`config.mk`:
```
export PLATFORM = sky130hd
export DESIGN_NAME = second_chance_frame_evictor_core
export DESIGN_NICKNAME = d
export VERILOG_FILES = /design/src/scfe_pkg.sv /design/src/scfe_cell.sv /design/src/second_chance_frame_evictor_core.sv
export SDC_FILE = /design/constraint.sdc
export NUM_CORES = 1
export LEC_CHECK = 0
export BUFFER_PORTS_ARGS = -buffer_cell sky130_fd_sc_hd__clkbuf_2
export CELL_PAD_IN_SITES_DETAIL_PLACEMENT = 0
export CELL_PAD_IN_SITES_GLOBAL_PLACEMENT = 1
export CORE_MARGIN = 2
export CORE_UTILIZATION = 35
export CTS_BUF_LIST = sky130_fd_sc_hd__clkbuf_16
export DETAILED_ROUTE_END_ITERATION = 10
export HOLD_SLACK_MARGIN = 0.02
export PLACE_DENSITY_LB_ADDON = 0.05
export SYNTH_ARGS = -nofsm -noshare
export SYNTH_HDL_FRONTEND = slang
export SYNTH_SLANG_ARGS = --single-unit
```
`constraint.sdc`:
```
create_clock -name i_clk -period 8.9 [get_ports i_clk]
set_input_delay 1.78 -clock i_clk [delete_from_list [all_inputs] [get_ports i_clk]]
set_output_delay 1.78 -clock i_clk [all_outputs]
set_load 0.05 [all_outputs]
```
`src/scfe_pkg.sv`:
```
// ----------------------------------------------------------------------------
// scfe_pkg
// Types and codes shared by the frame evictor cells and the top level.
// ----------------------------------------------------------------------------
package scfe_pkg;

    localparam logic [2:0] MODE_ALLOC  = 3'd0;
    localparam logic [2:0] MODE_FREE   = 3'd1;
    localparam logic [2:0] MODE_ACCESS = 3'd2;
    localparam logic [2:0] MODE_DIRTY  = 3'd3;
    localparam logic [2:0] MODE_PIN    = 3'd4;
    localparam logic [2:0] MODE_UNPIN  = 3'd5;

    localparam logic [1:0] ST_OK       = 2'd0;
    localparam logic [1:0] ST_NOT_ALLOC = 2'd1;
    localparam logic [1:0] ST_ALL_PINNED = 2'd2;

    typedef enum logic [2:0] {
        CMD_HOLD,
        CMD_MARK,
        CMD_APPEND,
        CMD_CLEAR_ACC,
        CMD_REMOVE,
        CMD_EVICT
    } t_cmd;

    typedef struct packed {
        t_cmd       cmd;
        logic [2:0] mode;
    } t_cell_ctl;

    typedef struct packed {
        logic        acc;
        logic        dirty;
        logic        pin;
        logic        swap;
        logic [7:0]  owner;
        logic [19:0] vpage;
    } t_slot;

endpackage

```
`src/scfe_cell.sv`:
```
// ----------------------------------------------------------------------------
// scfe_cell
// One position of the age order: a frame number and its mapping and flags.
// ----------------------------------------------------------------------------
module scfe_cell
    import scfe_pkg::*;
#(
    parameter int ID_W = 4
) (
    input  logic            i_clk,
    input  logic            i_rst_n,
    input  t_cell_ctl       i_ctl,
    input  logic [ID_W-1:0] i_match_id,
    input  logic [ID_W-1:0] i_new_id,
    input  t_slot           i_new_slot,
    input  logic            i_sel,
    input  logic            i_after,
    input  logic            i_prev_valid,
    input  logic            i_next_valid,
    input  logic [ID_W-1:0] i_next_id,
    input  t_slot           i_next_slot,
    output logic            o_valid,
    output logic [ID_W-1:0] o_id,
    output t_slot           o_slot
);

    logic            r_valid, n_valid;
    logic [ID_W-1:0] r_id, n_id;
    t_slot           r_slot, n_slot;

    always_comb begin
        n_valid = r_valid;
        n_id    = r_id;
        n_slot  = r_slot;
        case (i_ctl.cmd)
            CMD_MARK: begin
                if (r_valid && (r_id == i_match_id)) begin
                    case (i_ctl.mode)
                        MODE_ACCESS: n_slot.acc   = 1'b1;
                        MODE_DIRTY:  n_slot.dirty = 1'b1;
                        MODE_PIN:    n_slot.pin   = 1'b1;
                        MODE_UNPIN:  n_slot.pin   = 1'b0;
                        default:     n_slot       = r_slot;
                    endcase
                end
            end
            CMD_APPEND: begin
                if (!r_valid && i_prev_valid) begin
                    n_valid = 1'b1;
                    n_id    = i_new_id;
                    n_slot  = i_new_slot;
                end
            end
            CMD_CLEAR_ACC: begin
                if (i_sel) begin
                    n_slot.acc = 1'b0;
                end
            end
            CMD_REMOVE: begin
                if (i_after) begin
                    n_valid = i_next_valid;
                    n_id    = i_next_id;
                    n_slot  = i_next_slot;
                end
            end
            CMD_EVICT: begin
                // The victim leaves its place and the new mapping lands at the tail.
                if (i_after && r_valid) begin
                    if (i_next_valid) begin
                        n_id   = i_next_id;
                        n_slot = i_next_slot;
                    end else begin
                        n_id   = i_new_id;
                        n_slot = i_new_slot;
                    end
                end
            end
            default: n_valid = r_valid;
        endcase
    end

    always_ff @(posedge i_clk) begin
        if (!i_rst_n) begin
            r_valid <= 1'b0;
        end else begin
            r_valid <= n_valid;
        end
        r_id   <= n_id;
        r_slot <= n_slot;
    end

    assign o_valid = r_valid;
    assign o_id    = r_id;
    assign o_slot  = r_slot;

endmodule

```
`src/second_chance_frame_evictor_core.sv`:
```
// ----------------------------------------------------------------------------
// second_chance_frame_evictor_core
// Frame table with second-chance replacement, built as a row of order cells.
// ----------------------------------------------------------------------------
// Input words arrive on i_in_valid / o_in_stall, result words leave on
// o_out_valid / i_out_stall, one result word for each input word.
// frames_in_use is to be written through i_cfg_we / i_cfg_wdata only
// while idle; the block itself does not enforce this. One word is handled
// at a time. Mark words and allocations that find a free frame give their
// result from the execute state; a free that finds its frame also passes
// the remove state. An allocation that must evict scans the age order one
// cell per cycle from the oldest frame, in the scan state, until it finds
// a victim. A new word is taken only once the previous result word has
// been taken, so a stalled receiver holds the block. Reset empties the
// table, sets frames_in_use to 16 and drops any pending result.
// ----------------------------------------------------------------------------
module second_chance_frame_evictor_core
    import scfe_pkg::*;
#(
    parameter int FRAMES = 16
) (
    input  logic        i_clk,
    input  logic        i_rst_n,
    input  logic        i_cfg_we,
    input  logic [4:0]  i_cfg_wdata,
    input  logic        i_in_valid,
    output logic        o_in_stall,
    input  logic [2:0]  i_mode,
    input  logic [3:0]  i_frame_index,
    input  logic [7:0]  i_owner_id,
    input  logic [19:0] i_virtual_page,
    input  logic        i_swap_backed,
    output logic        o_out_valid,
    input  logic        i_out_stall,
    output logic [1:0]  o_status,
    output logic [3:0]  o_granted_frame,
    output logic        o_evicted,
    output logic [7:0]  o_victim_owner,
    output logic [19:0] o_victim_page,
    output logic        o_victim_needs_swap
);

    localparam int ID_W  = $clog2(FRAMES);
    localparam int CNT_W = $clog2(FRAMES + 1);

    typedef enum logic [1:0] {S_IDLE, S_EXEC, S_SCAN, S_REMOVE} t_state;

    t_state            r_state, n_state;
    logic [4:0]        r_cfg;
    logic [2:0]        r_mode;
    logic [3:0]        r_fi;
    t_slot             r_new;
    logic [FRAMES-1:0] r_used, n_used;
    logic [CNT_W-1:0]  r_live, n_live;
    logic [ID_W-1:0]   r_pos, n_pos;
    logic              r_out_valid, n_out_valid;
    logic [1:0]        r_status, n_status;
    logic [3:0]        r_granted, n_granted;
    logic              r_evicted, n_evicted;
    logic [7:0]        r_v_owner, n_v_owner;
    logic [19:0]       r_v_page, n_v_page;
    logic              r_v_swap, n_v_swap;

    t_cell_ctl         w_ctl;
    logic [ID_W-1:0]   w_new_id;
    logic              c_valid [FRAMES];
    logic [ID_W-1:0]   c_id    [FRAMES];
    t_slot             c_slot  [FRAMES];

    logic [31:0]       w_lim;
    logic              w_free_found;
    logic [ID_W-1:0]   w_free_id;
    logic              w_any_unpinned;
    logic [ID_W-1:0]   w_loc_pos;
    logic [ID_W-1:0]   w_fid;
    logic              w_fi_ok;
    logic              w_accept;
    t_slot             w_sel;
    logic [ID_W-1:0]   w_pos_inc;

    assign w_accept   = i_in_valid && !o_in_stall;
    assign o_in_stall = (r_state != S_IDLE) || r_out_valid;

    assign w_lim = (r_cfg == 5'd0) ? 32'd1 :
                   ((32'(r_cfg) > FRAMES) ? 32'(FRAMES) : 32'(r_cfg));
    assign w_fid   = ID_W'(r_fi);
    assign w_fi_ok = (32'(r_fi) < FRAMES) && r_used[w_fid];
    assign w_sel   = c_slot[r_pos];
    assign w_pos_inc = (32'(r_pos) + 32'd1 >= 32'(r_live)) ? '0 : r_pos + 1'b1;

    always_comb begin
        w_free_found   = 1'b0;
        w_free_id      = '0;
        w_any_unpinned = 1'b0;
        w_loc_pos      = '0;
        for (int i = FRAMES - 1; i >= 0; i--) begin
            if (!r_used[i] && (32'(i) < w_lim)) begin
                w_free_found = 1'b1;
                w_free_id    = ID_W'(i);
            end
        end
        for (int i = 0; i < FRAMES; i++) begin
            if (c_valid[i] && !c_slot[i].pin) begin
                w_any_unpinned = 1'b1;
            end
            if (c_valid[i] && (c_id[i] == w_fid)) begin
                w_loc_pos = w_loc_pos | ID_W'(i);
            end
        end
    end

    always_comb begin
        n_state     = r_state;
        n_used      = r_used;
        n_live      = r_live;
        n_pos       = r_pos;
        n_out_valid = r_out_valid && i_out_stall;
        n_status    = r_status;
        n_granted   = r_granted;
        n_evicted   = r_evicted;
        n_v_owner   = r_v_owner;
        n_v_page    = r_v_page;
        n_v_swap    = r_v_swap;
        w_ctl.cmd   = CMD_HOLD;
        w_ctl.mode  = r_mode;
        w_new_id    = w_free_id;
        unique case (r_state)
            S_IDLE: begin
                if (w_accept) begin
                    n_state = S_EXEC;
                end
            end
            S_EXEC: begin
                n_state     = S_IDLE;
                n_out_valid = 1'b1;
                n_status    = ST_OK;
                n_granted   = r_fi;
                n_evicted   = 1'b0;
                n_v_owner   = '0;
                n_v_page    = '0;
                n_v_swap    = 1'b0;
                case (r_mode) inside
                    MODE_ALLOC: begin
                        n_granted = '0;
                        if (w_free_found) begin
                            w_ctl.cmd         = CMD_APPEND;
                            n_used[w_free_id] = 1'b1;
                            n_live            = r_live + 1'b1;
                            n_granted         = 4'(w_free_id);
                        end else if (!w_any_unpinned) begin
                            n_status = ST_ALL_PINNED;
                        end else begin
                            n_out_valid = 1'b0;
                            n_pos       = '0;
                            n_state     = S_SCAN;
                        end
                    end
                    MODE_FREE, MODE_ACCESS, MODE_DIRTY, MODE_PIN, MODE_UNPIN: begin
                        if (!w_fi_ok) begin
                            n_status = ST_NOT_ALLOC;
                        end else if (r_mode == MODE_FREE) begin
                            n_used[w_fid] = 1'b0;
                            n_live        = r_live - 1'b1;
                            n_pos         = w_loc_pos;
                            n_out_valid   = 1'b0;
                            n_state       = S_REMOVE;
                        end else begin
                            w_ctl.cmd = CMD_MARK;
                        end
                    end
                    default: n_status = ST_OK;
                endcase
            end
            S_REMOVE: begin
                w_ctl.cmd   = CMD_REMOVE;
                n_out_valid = 1'b1;
                n_state     = S_IDLE;
            end
            S_SCAN: begin
                if (!w_sel.pin && w_sel.acc) begin
                    w_ctl.cmd = CMD_CLEAR_ACC;
                    n_pos     = w_pos_inc;
                end else if (!w_sel.pin) begin
                    w_ctl.cmd   = CMD_EVICT;
                    w_new_id    = c_id[r_pos];
                    n_out_valid = 1'b1;
                    n_status    = ST_OK;
                    n_granted   = 4'(c_id[r_pos]);
                    n_evicted   = 1'b1;
                    n_v_owner   = w_sel.owner;
                    n_v_page    = w_sel.vpage;
                    n_v_swap    = w_sel.dirty || w_sel.swap;
                    n_state     = S_IDLE;
                end else begin
                    n_pos = w_pos_inc;
                end
            end
            default: n_state = S_IDLE;
        endcase
    end

    always_ff @(posedge i_clk) begin
        if (!i_rst_n) begin
            r_state     <= S_IDLE;
            r_cfg       <= 5'd16;
            r_used      <= '0;
            r_live      <= '0;
            r_out_valid <= 1'b0;
        end else begin
            r_state     <= n_state;
            r_used      <= n_used;
            r_live      <= n_live;
            r_out_valid <= n_out_valid;
            if (i_cfg_we) begin
                r_cfg <= i_cfg_wdata;
            end
        end
        r_pos     <= n_pos;
        r_status  <= n_status;
        r_granted <= n_granted;
        r_evicted <= n_evicted;
        r_v_owner <= n_v_owner;
        r_v_page  <= n_v_page;
        r_v_swap  <= n_v_swap;
        if (w_accept) begin
            r_mode      <= i_mode;
            r_fi        <= i_frame_index;
            r_new.acc   <= 1'b0;
            r_new.dirty <= 1'b0;
            r_new.pin   <= 1'b0;
            r_new.swap  <= i_swap_backed;
            r_new.owner <= i_owner_id;
            r_new.vpage <= i_virtual_page;
        end
    end

    for (genvar g = 0; g < FRAMES; g++) begin : g_cell
        logic            w_prev_valid;
        logic            w_next_valid;
        logic [ID_W-1:0] w_next_id;
        t_slot           w_next_slot;

        if (g == 0) begin : g_head
            assign w_prev_valid = 1'b1;
        end else begin : g_body
            assign w_prev_valid = c_valid[g-1];
        end
        if (g == FRAMES - 1) begin : g_tail
            assign w_next_valid = 1'b0;
            assign w_next_id    = '0;
            assign w_next_slot  = '0;
        end else begin : g_link
            assign w_next_valid = c_valid[g+1];
            assign w_next_id    = c_id[g+1];
            assign w_next_slot  = c_slot[g+1];
        end

        scfe_cell #(.ID_W(ID_W)) u_cell (
            .i_clk        (i_clk),
            .i_rst_n      (i_rst_n),
            .i_ctl        (w_ctl),
            .i_match_id   (w_fid),
            .i_new_id     (w_new_id),
            .i_new_slot   (r_new),
            .i_sel        (r_pos == ID_W'(g)),
            .i_after      (ID_W'(g) >= r_pos),
            .i_prev_valid (w_prev_valid),
            .i_next_valid (w_next_valid),
            .i_next_id    (w_next_id),
            .i_next_slot  (w_next_slot),
            .o_valid      (c_valid[g]),
            .o_id         (c_id[g]),
            .o_slot       (c_slot[g])
        );
    end

    assign o_out_valid         = r_out_valid;
    assign o_status            = r_status;
    assign o_granted_frame     = r_granted;
    assign o_evicted           = r_evicted;
    assign o_victim_owner      = r_v_owner;
    assign o_victim_page       = r_v_page;
    assign o_victim_needs_swap = r_v_swap;

endmodule

```
=== After elaboration in Yosys (flattened, before gate mapping) ===
Index checks and enable logic that the tools add are counted.

* Flip-flop bits (word level): 697
* Bits of input ports: 46
* Output and inout bits: 38
* Logic and storage cells: 985

* Reductions and logical operators: 249
* Magnitude comparators: 39
* Muxes and demuxes: 406
* Bitwise operators: 5
* Equal/unequal tests: 137
* Add/sub/neg operators: 4

{| class="wikitable"
|+ Operators by type and width
! operator !! number
|-
| $mux W32 || 81
|-
| $pmux W31 S4 || 16
|-
| $mux W4 || 105
|-
| $pmux W4 S3 || 16
|-
| $reduce_and A6 Y1 || 32
|-
| $bmux W32 S4 || 1
|-
| $ne A2 B1 Y1 const B || 63
|-
| $reduce_and A7 Y1 || 17
|-
| $mux W1 || 102
|-
| $reduce_and A5 Y1 || 17
|-
| $logic_and A1 B1 Y1 || 84
|-
| $mux W16 || 5
|-
| $pmux W1 S5 || 16
|-
| $eq A4 B4 Y1 || 16
|-
| $reduce_and A4 Y1 || 16
|-
| $reduce_and A3 Y1 || 17
|-
| $logic_not A1 Y1 || 49
|-
| $ne A2 B2 Y1 const B || 23
|-
| $lt A4 B5 Y1 const A || 8
|-
| $mux W20 || 2
|-
| $pmux W20 S2 || 1
|-
| $pmux W1 S2 || 19
|-
| $mux W5 || 7
|-
| $eq A4 B4 Y1 const B || 8
|-
| other kinds (53) || 119
|}

=== Longest topological paths before layout ===
* Word-level depth: 28
* Gate-level depth with buffers: 16
* Depth with buffers taken out: 9

=== Modules after synthesis ===
Synthesis repeated with hierarchy kept, for this count alone.

* Cells, all modules: 3,033
* Area, all modules: 39,034.9 µm²

{| class="wikitable"
|+ By module, submodules not included
! module !! instances !! sequential area each (µm²) !! area an instance (µm²) !! cells an instance
|-
| scfe_cell at g_cell[0].u_cell ... || 15 || 1,101.1 || 1,786.7 || 125
|-
| second_chance_frame_evictor_core || 1 || 2,862.7 || 10,463.8 || 1,033
|-
| scfe_cell at g_cell[9].u_cell || 1 || 1,101.1 || 1,770.4 || 125
|}

=== Worst setup path before layout ===
No wires, ideal clock.

* Kind: flip-flop to flip-flop
* Start: register r_pos[0]
* End: register g_cell[2].u_cell.r_slot (netlist bit g_cell[2].u_cell.o_slot[0]), enable pin
* Path buffers: 7
* Library setup time: 0.460 ns
* Clock period less this slack: 5.251 ns
* Stages on the path, launching flop included: 14
* Slack: 3.649 ns
* Data arrival time: 4.791 ns
* Data required time: 8.440 ns
* Cells stage by stage: edfxtp_1 > buf_6 > buf_4 > buf_2 > buf_2 > buf_2 > buf_2 > buf_2 > inv_1 > ha_1 > nor2b_1 > nor3_1 > o22ai_1 > a211oi_1

* Cells in the longest elaborated chain, start to end: 11
* Elaborated cells between the ends (all ways): 21
* Classes of those cells: order compare: 1; eq/ne: 7; mux: 6; bitwise: 2; reduce/logical: 5

{| class="wikitable"
|+ RTL lines
! element !! RTL line !! text
|-
| from (decl) || second_chance_frame_evictor_core.sv:55 || <nowiki>logic [ID_W-1:0] r_pos, n_pos;</nowiki>
|-
| from (signal assigned) || second_chance_frame_evictor_core.sv:218 || <nowiki>r_pos <= n_pos;</nowiki>
|-
| $not A4 Y5 (implied by the code) || second_chance_frame_evictor_core.sv:88 || <nowiki>assign w_sel = c_slot[r_pos];</nowiki>
|-
| $bmux W32 S4 || second_chance_frame_evictor_core.sv:88 ||
|-
| $mux W32 (implied by the code) (2 in a row) || second_chance_frame_evictor_core.sv:88 ||
|-
| $logic_not A1 Y1 || -- ||
|-
| $logic_and A1 B1 Y1 || second_chance_frame_evictor_core.sv:180 || <nowiki>if (!w_sel.pin && w_sel.acc) begin</nowiki>
|-
| $mux W3 || second_chance_frame_evictor_core.sv:180 ||
|-
| $pmux W3 S3 || second_chance_frame_evictor_core.sv:127 || <nowiki>unique case (r_state)</nowiki>
|-
| $eq A3 B3 Y1 (tied with other cells) || scfe_cell.sv:35 || <nowiki>case (i_ctl.cmd)</nowiki>
|-
| $ne A2 B1 Y1 (no source line) (tied with other cells) || -- ||
|-
| $reduce_and A5 Y1 (no source line) * || -- ||
|-
| to (signal assigned) || scfe_cell.sv:89 || <nowiki>r_slot <= n_slot;</nowiki>
|-
| to (decl) || scfe_cell.sv:29 || <nowiki>t_slot r_slot, n_slot;</nowiki>
|}

Mark *: on every way between the ends. The rest lies on a longest branch, timed or not. The select of a mux whose other input is x is not followed.
A chain may end at the register's enable or synchronous reset.

=== Worst setup path after layout ===
* Start: register r_pos[1]
* End: register g_cell[8].u_cell.r_id[1] (data pin)

* Cells in the longest elaborated chain, start to end: 11
* Elaborated cells between the ends (all ways): 22
* Classes of those cells: eq/ne: 3; mux: 16; bitwise: 1; reduce/logical: 2

{| class="wikitable"
|+ RTL lines
! element !! RTL line !! text
|-
| $not A4 Y5 (implied by the code) * || second_chance_frame_evictor_core.sv:88, second_chance_frame_evictor_core.sv:185 ||
|-
| parallel branches: the longest is 9 deep, another holds $bmux W32 S4 || -- ||
|-
| $pmux W4 S3 * || scfe_cell.sv:35 ||
|-
| via g_cell[8].u_cell.n_id[1] || scfe_cell.sv:28 || <nowiki>logic [ID_W-1:0] r_id, n_id;</nowiki>
|-
| to (signal assigned) || scfe_cell.sv:88 || <nowiki>r_id <= n_id;</nowiki>
|-
| to (decl) || scfe_cell.sv:28 ||
|}

Mark *: on every way through the listed nets, which the timed path passes. The select of a mux whose other input is x is not followed.

==> results.py <==
metrics = {
    "worst_hold_path": {
        "hold_class": "flop to flop",
    },
    "synth": {
        "number_of_synthesized_flops_with_an_enable_pin": 652,
        "synth_adder_area_share_pct": 0.4408,
        "yosys.area_share.xor_xnor_pct": 1.714,
        "synth_fp_nets": 2691,
        "synth_commonest_cells": "sky130_fd_sc_hd__edfxtp_1, sky130_fd_sc_hd__a22o_1, sky130_fd_sc_hd__nor2_1, sky130_fd_sc_hd__clkbuf_1, sky130_fd_sc_hd__mux4_2",
        "yosysWarnings": 0,
        "synth_unique_cells": 81,
        "synth.yosys.seq_area_share_pct": 57.26,
        "synth.top_cell.area_share_pct": 54.74,
        "dominantRegCellSynth": "sky130_fd_sc_hd__edfxtp_1",
        "synth.ff_latch_count": 697,
        "synth.top_cells.by_area": "sky130_fd_sc_hd__edfxtp_1, sky130_fd_sc_hd__a22o_1, sky130_fd_sc_hd__mux4_2",
        "syn_avg_cell_area_um2": 13.58,
        "synth_compound_gate_area_share_pct": 18.55,
        "simple_gate_share_of_the_synthesized_area_pct": 6.720,
        "synthesis.instances": 2633,
        "synth_top_family_by_area": "compound AO/OA/AOI/OAI gates",
        "mappedNetlistArea_um2": 35770,
        "asyncSetResetFlopFracSynth_pct": 0,
        "synth.most_common_cell": "sky130_fd_sc_hd__edfxtp_1",
        "yosys-mux-area-fraction_pct": 11.08,
        "synth_area_leader": "sky130_fd_sc_hd__edfxtp_1",
    },
    "clocking": {
        "library_cell_used_as_clock_root_buffer": "sky130_fd_sc_hd__clkbuf_16",
        "postCtsResizedCells": 0,
        "clock_sink_count": 697,
        "cts_inserted_buffers": 87,
        "cts.clk_slew.worst_paths_ns": 0.06,
        "cts_hold_buf": 0,
        "clkLatencyLatePin_ns": 0.69,
        "post_cts_buffers": 0,
        "max-clock-path-buffers": 3,
        "cts_htree_levels": 3,
        "tritoncts": "yes",
    },
    "global_route": {
        "global_route_wire_length_before_repair_mm": 194.8,
        "antenna_found_initial": 5,
        "track_usage_pct": 26.05,
        "overflow": 0,
        "grt_pass1_vias": 25144,
        "grt_max_degree": 96,
    },
    "cells_and_area": {
        "n_antenna_cell": 0,
        "nets": 2664,
        "area_growth_pct": 12.15,
        "drive_above_1_share_pct": 19.51,
        "fin_util_pct": 39.48,
    },
    "power_and_ir_drop": {
        "power-per-cell-area_nw_per_um2": 186.8,
        "power.ir.vdd_worst_mv": 0.1541,
        "design_power_total_mw": 7.492,
        "leakage_nw": 13.70,
    },
    "worst_setup_path": {
        "r2r_start": "r_pos[1]$_DFFE_PP_",
        "regToRegEndpoint": "g_cell[8].u_cell.o_id[1]$_DFFE_PP_",
        "regToRegSetupSlack_ns": 3.43,
        "worst_setup_ep_type": "flop",
        "cp.arrival_ns": 5.89,
        "timing_startpoint_of_the_critical_path": "r_pos[1]$_DFFE_PP_",
        "worstPathRequired_ns": 9.32,
        "timing.critical_path.fanout_max": 91,
        "startpoint_type": "flop",
        "worstSetupPathType": "flop to flop",
        "setup.worst_path.end": "g_cell[8].u_cell.o_id[1]$_DFFE_PP_",
        "worst-r2r-cell-count": 12,
    },
    "timing": {
        "post-route-worst-setup-slack_ns": 3.427,
        "report.final.hold_viol_count": 0,
        "setup_viol": 0,
        "final.setup_skew_ns": 0.02798,
        "final_tns_setup_ns": 0,
        "worst-slew-pin-transition_ns": 1.196,
        "min_period_ns": 5.473,
        "grt_setup_unrepaired": "false",
        "fmaxAchievable_mhz": 182.7,
        "final.hold.worst_slack_ns": 0.4976,
        "final.period_utilization_pct": 61.49,
        "finalMaxSlewViolations": 0,
        "worst_slew_margin_rel_pct": 19.58,
    },
    "drt": {
        "highest_layer": "met5",
        "detailroute.wirelength.met2_mm": 64.00,
        "drc": 0,
        "drt_iter0_drc": 2764,
        "dr_total_vias": 24966,
        "finalWirelength_mm": 137.6,
        "viasPerCell": 6.174,
        "wl_per_cell_um": 34.04,
        "drt_pass1_iterations": 5,
        "dr_wl_met3_mm": 8.993,
        "antenna_left": 0,
        "route.layer.met1.wl_mm": 60.34,
    },
    "floorplan": {
        "placement_rows": 117,
        "fp.dieW_um": 323.7,
        "coreArea_um2": 101600,
        "initial_standard_cell_utilization_of_the_core_pct": 35.21,
        "die_area_um2": 104800,
        "io_pins": 84,
        "dieHeight_um": 323.7,
    },
    "place": {
        "detailedPlace.worstSlack_ns": 3.412,
        "dp_hpwl_mm": 81.87,
        "buffer_ports.inserted": 83,
        "finalWeightedCongestion": 0.8495,
    },
    "status": {
        "status": "complete, no violations",
    },
    "flow_run": {
        "max_capacitance_violation_total": 0,
    },
}
==> layout by cell type, fill, tap and decap left out, drive strengths merged, types with 63 or more instances in the layout <==
cell type / count
edfxtp: 652
a22o: 435
clkbuf: 170
nor2: 142
mux4: 104
mux2i: 91
nand2: 85
buf: 81
o21ai: 77
mux2: 63
==> worst min-delay path by stage <==
stage | startpoint | end | slack, ns | cells past startpoint
2_1_floorplan | r_live[4]$_SDFFE_PN0P_ | r_live[4]$_SDFFE_PN0P_ | 0.46 | 2
4_1_cts | r_live[4]$_SDFFE_PN0P_ | r_live[4]$_SDFFE_PN0P_ | 0.50 | 2
6_report | r_live[4]$_SDFFE_PN0P_ | r_live[4]$_SDFFE_PN0P_ | 0.50 | 2
3_3_place_gp | r_live[4]$_SDFFE_PN0P_ | r_live[4]$_SDFFE_PN0P_ | 0.47 | 2
3_5_place_dp | r_live[4]$_SDFFE_PN0P_ | r_live[4]$_SDFFE_PN0P_ | 0.49 | 2
5_1_grt | r_live[4]$_SDFFE_PN0P_ | r_live[4]$_SDFFE_PN0P_ | 0.52 | 2
==> sequential cells by signal (all words and copies together) (netlist names), 2 cells and up <==
| register | flops |
|---|---|
| r_live | 5 |
| o_status | 2 |
| o_victim_page | 20 |
| o_victim_owner | 8 |
| g_cell.u_cell.o_slot | 512 |
| g_cell.u_cell.o_valid | 16 |
| g_cell.u_cell.o_id | 64 |
| r_cfg | 5 |
| o_granted_frame | 4 |
| r_fi | 4 |
| r_mode | 3 |
| r_pos | 4 |
| r_used | 16 |
| r_new | 29 |
| r_state | 2 |
==> layer usage <==
metal,up-vias,global-route usage (%)
met5,-,0
met4,2,8.158
met3,199,4.164
met2,1024,41.70
met1,13244,36.24
li1,10497,-
==> metrics by stage <==
stage          std cells  instance area, um^2
5_1_grt             4044                40110
2_1_floorplan       2633                35770
3_3_place_gp        3885                37470
3_5_place_dp        3885                37470
6_report            4044                40110
4_1_cts             4044                40110
==> area by class of cell <==
cell class              instances  area, um^2
fillers                      9694       61480
flip-flops and latches        697       20480
inverters                      27       101.3
multi-input cells            1629       14130
clock inverters                72       467.9
well taps                    1368        1712
clock buffers                  87        2177
repair buffers                164        1049
==> where the power goes <==
part | leakage [nW] | total, mW | switching, mW | internal, mW
Sequential | 6.36 | 3.73 | 0.0973 | 3.63
Combinational | 5.97 | 0.401 | 0.271 | 0.130
Clock | 1.38 | 3.36 | 1.52 | 1.84
Total | 13.7 | 7.49 | 1.88 | 5.61
==> worst max-delay path, stage by stage (launching register included) <==
cell                       delay [ns]
sky130_fd_sc_hd__edfxtp_1        0.37
sky130_fd_sc_hd__buf_12          0.58
sky130_fd_sc_hd__nand2b_2        0.58
sky130_fd_sc_hd__buf_4           0.49
sky130_fd_sc_hd__o22ai_1         0.14
sky130_fd_sc_hd__o32ai_2         0.36
sky130_fd_sc_hd__nor3b_4         0.24
sky130_fd_sc_hd__buf_4           0.43
sky130_fd_sc_hd__nor2_4          0.06
sky130_fd_sc_hd__buf_4           0.33
sky130_fd_sc_hd__nor2_4          0.74
sky130_fd_sc_hd__buf_4           0.40
sky130_fd_sc_hd__mux2_2          0.37
==> kinds of logic (layout without fill, tap and decap cells) <==
family | Yosys count | in the layout
compound gates | 840 | 840
xor+xnor | 70 | 70
fa+ha+maj | 12 | 12
buf+inv | 307 | 350
flops | 697 | 697
mux | 258 | 258
simple gates | 449 | 449
(Power assumes the default switching activity.)
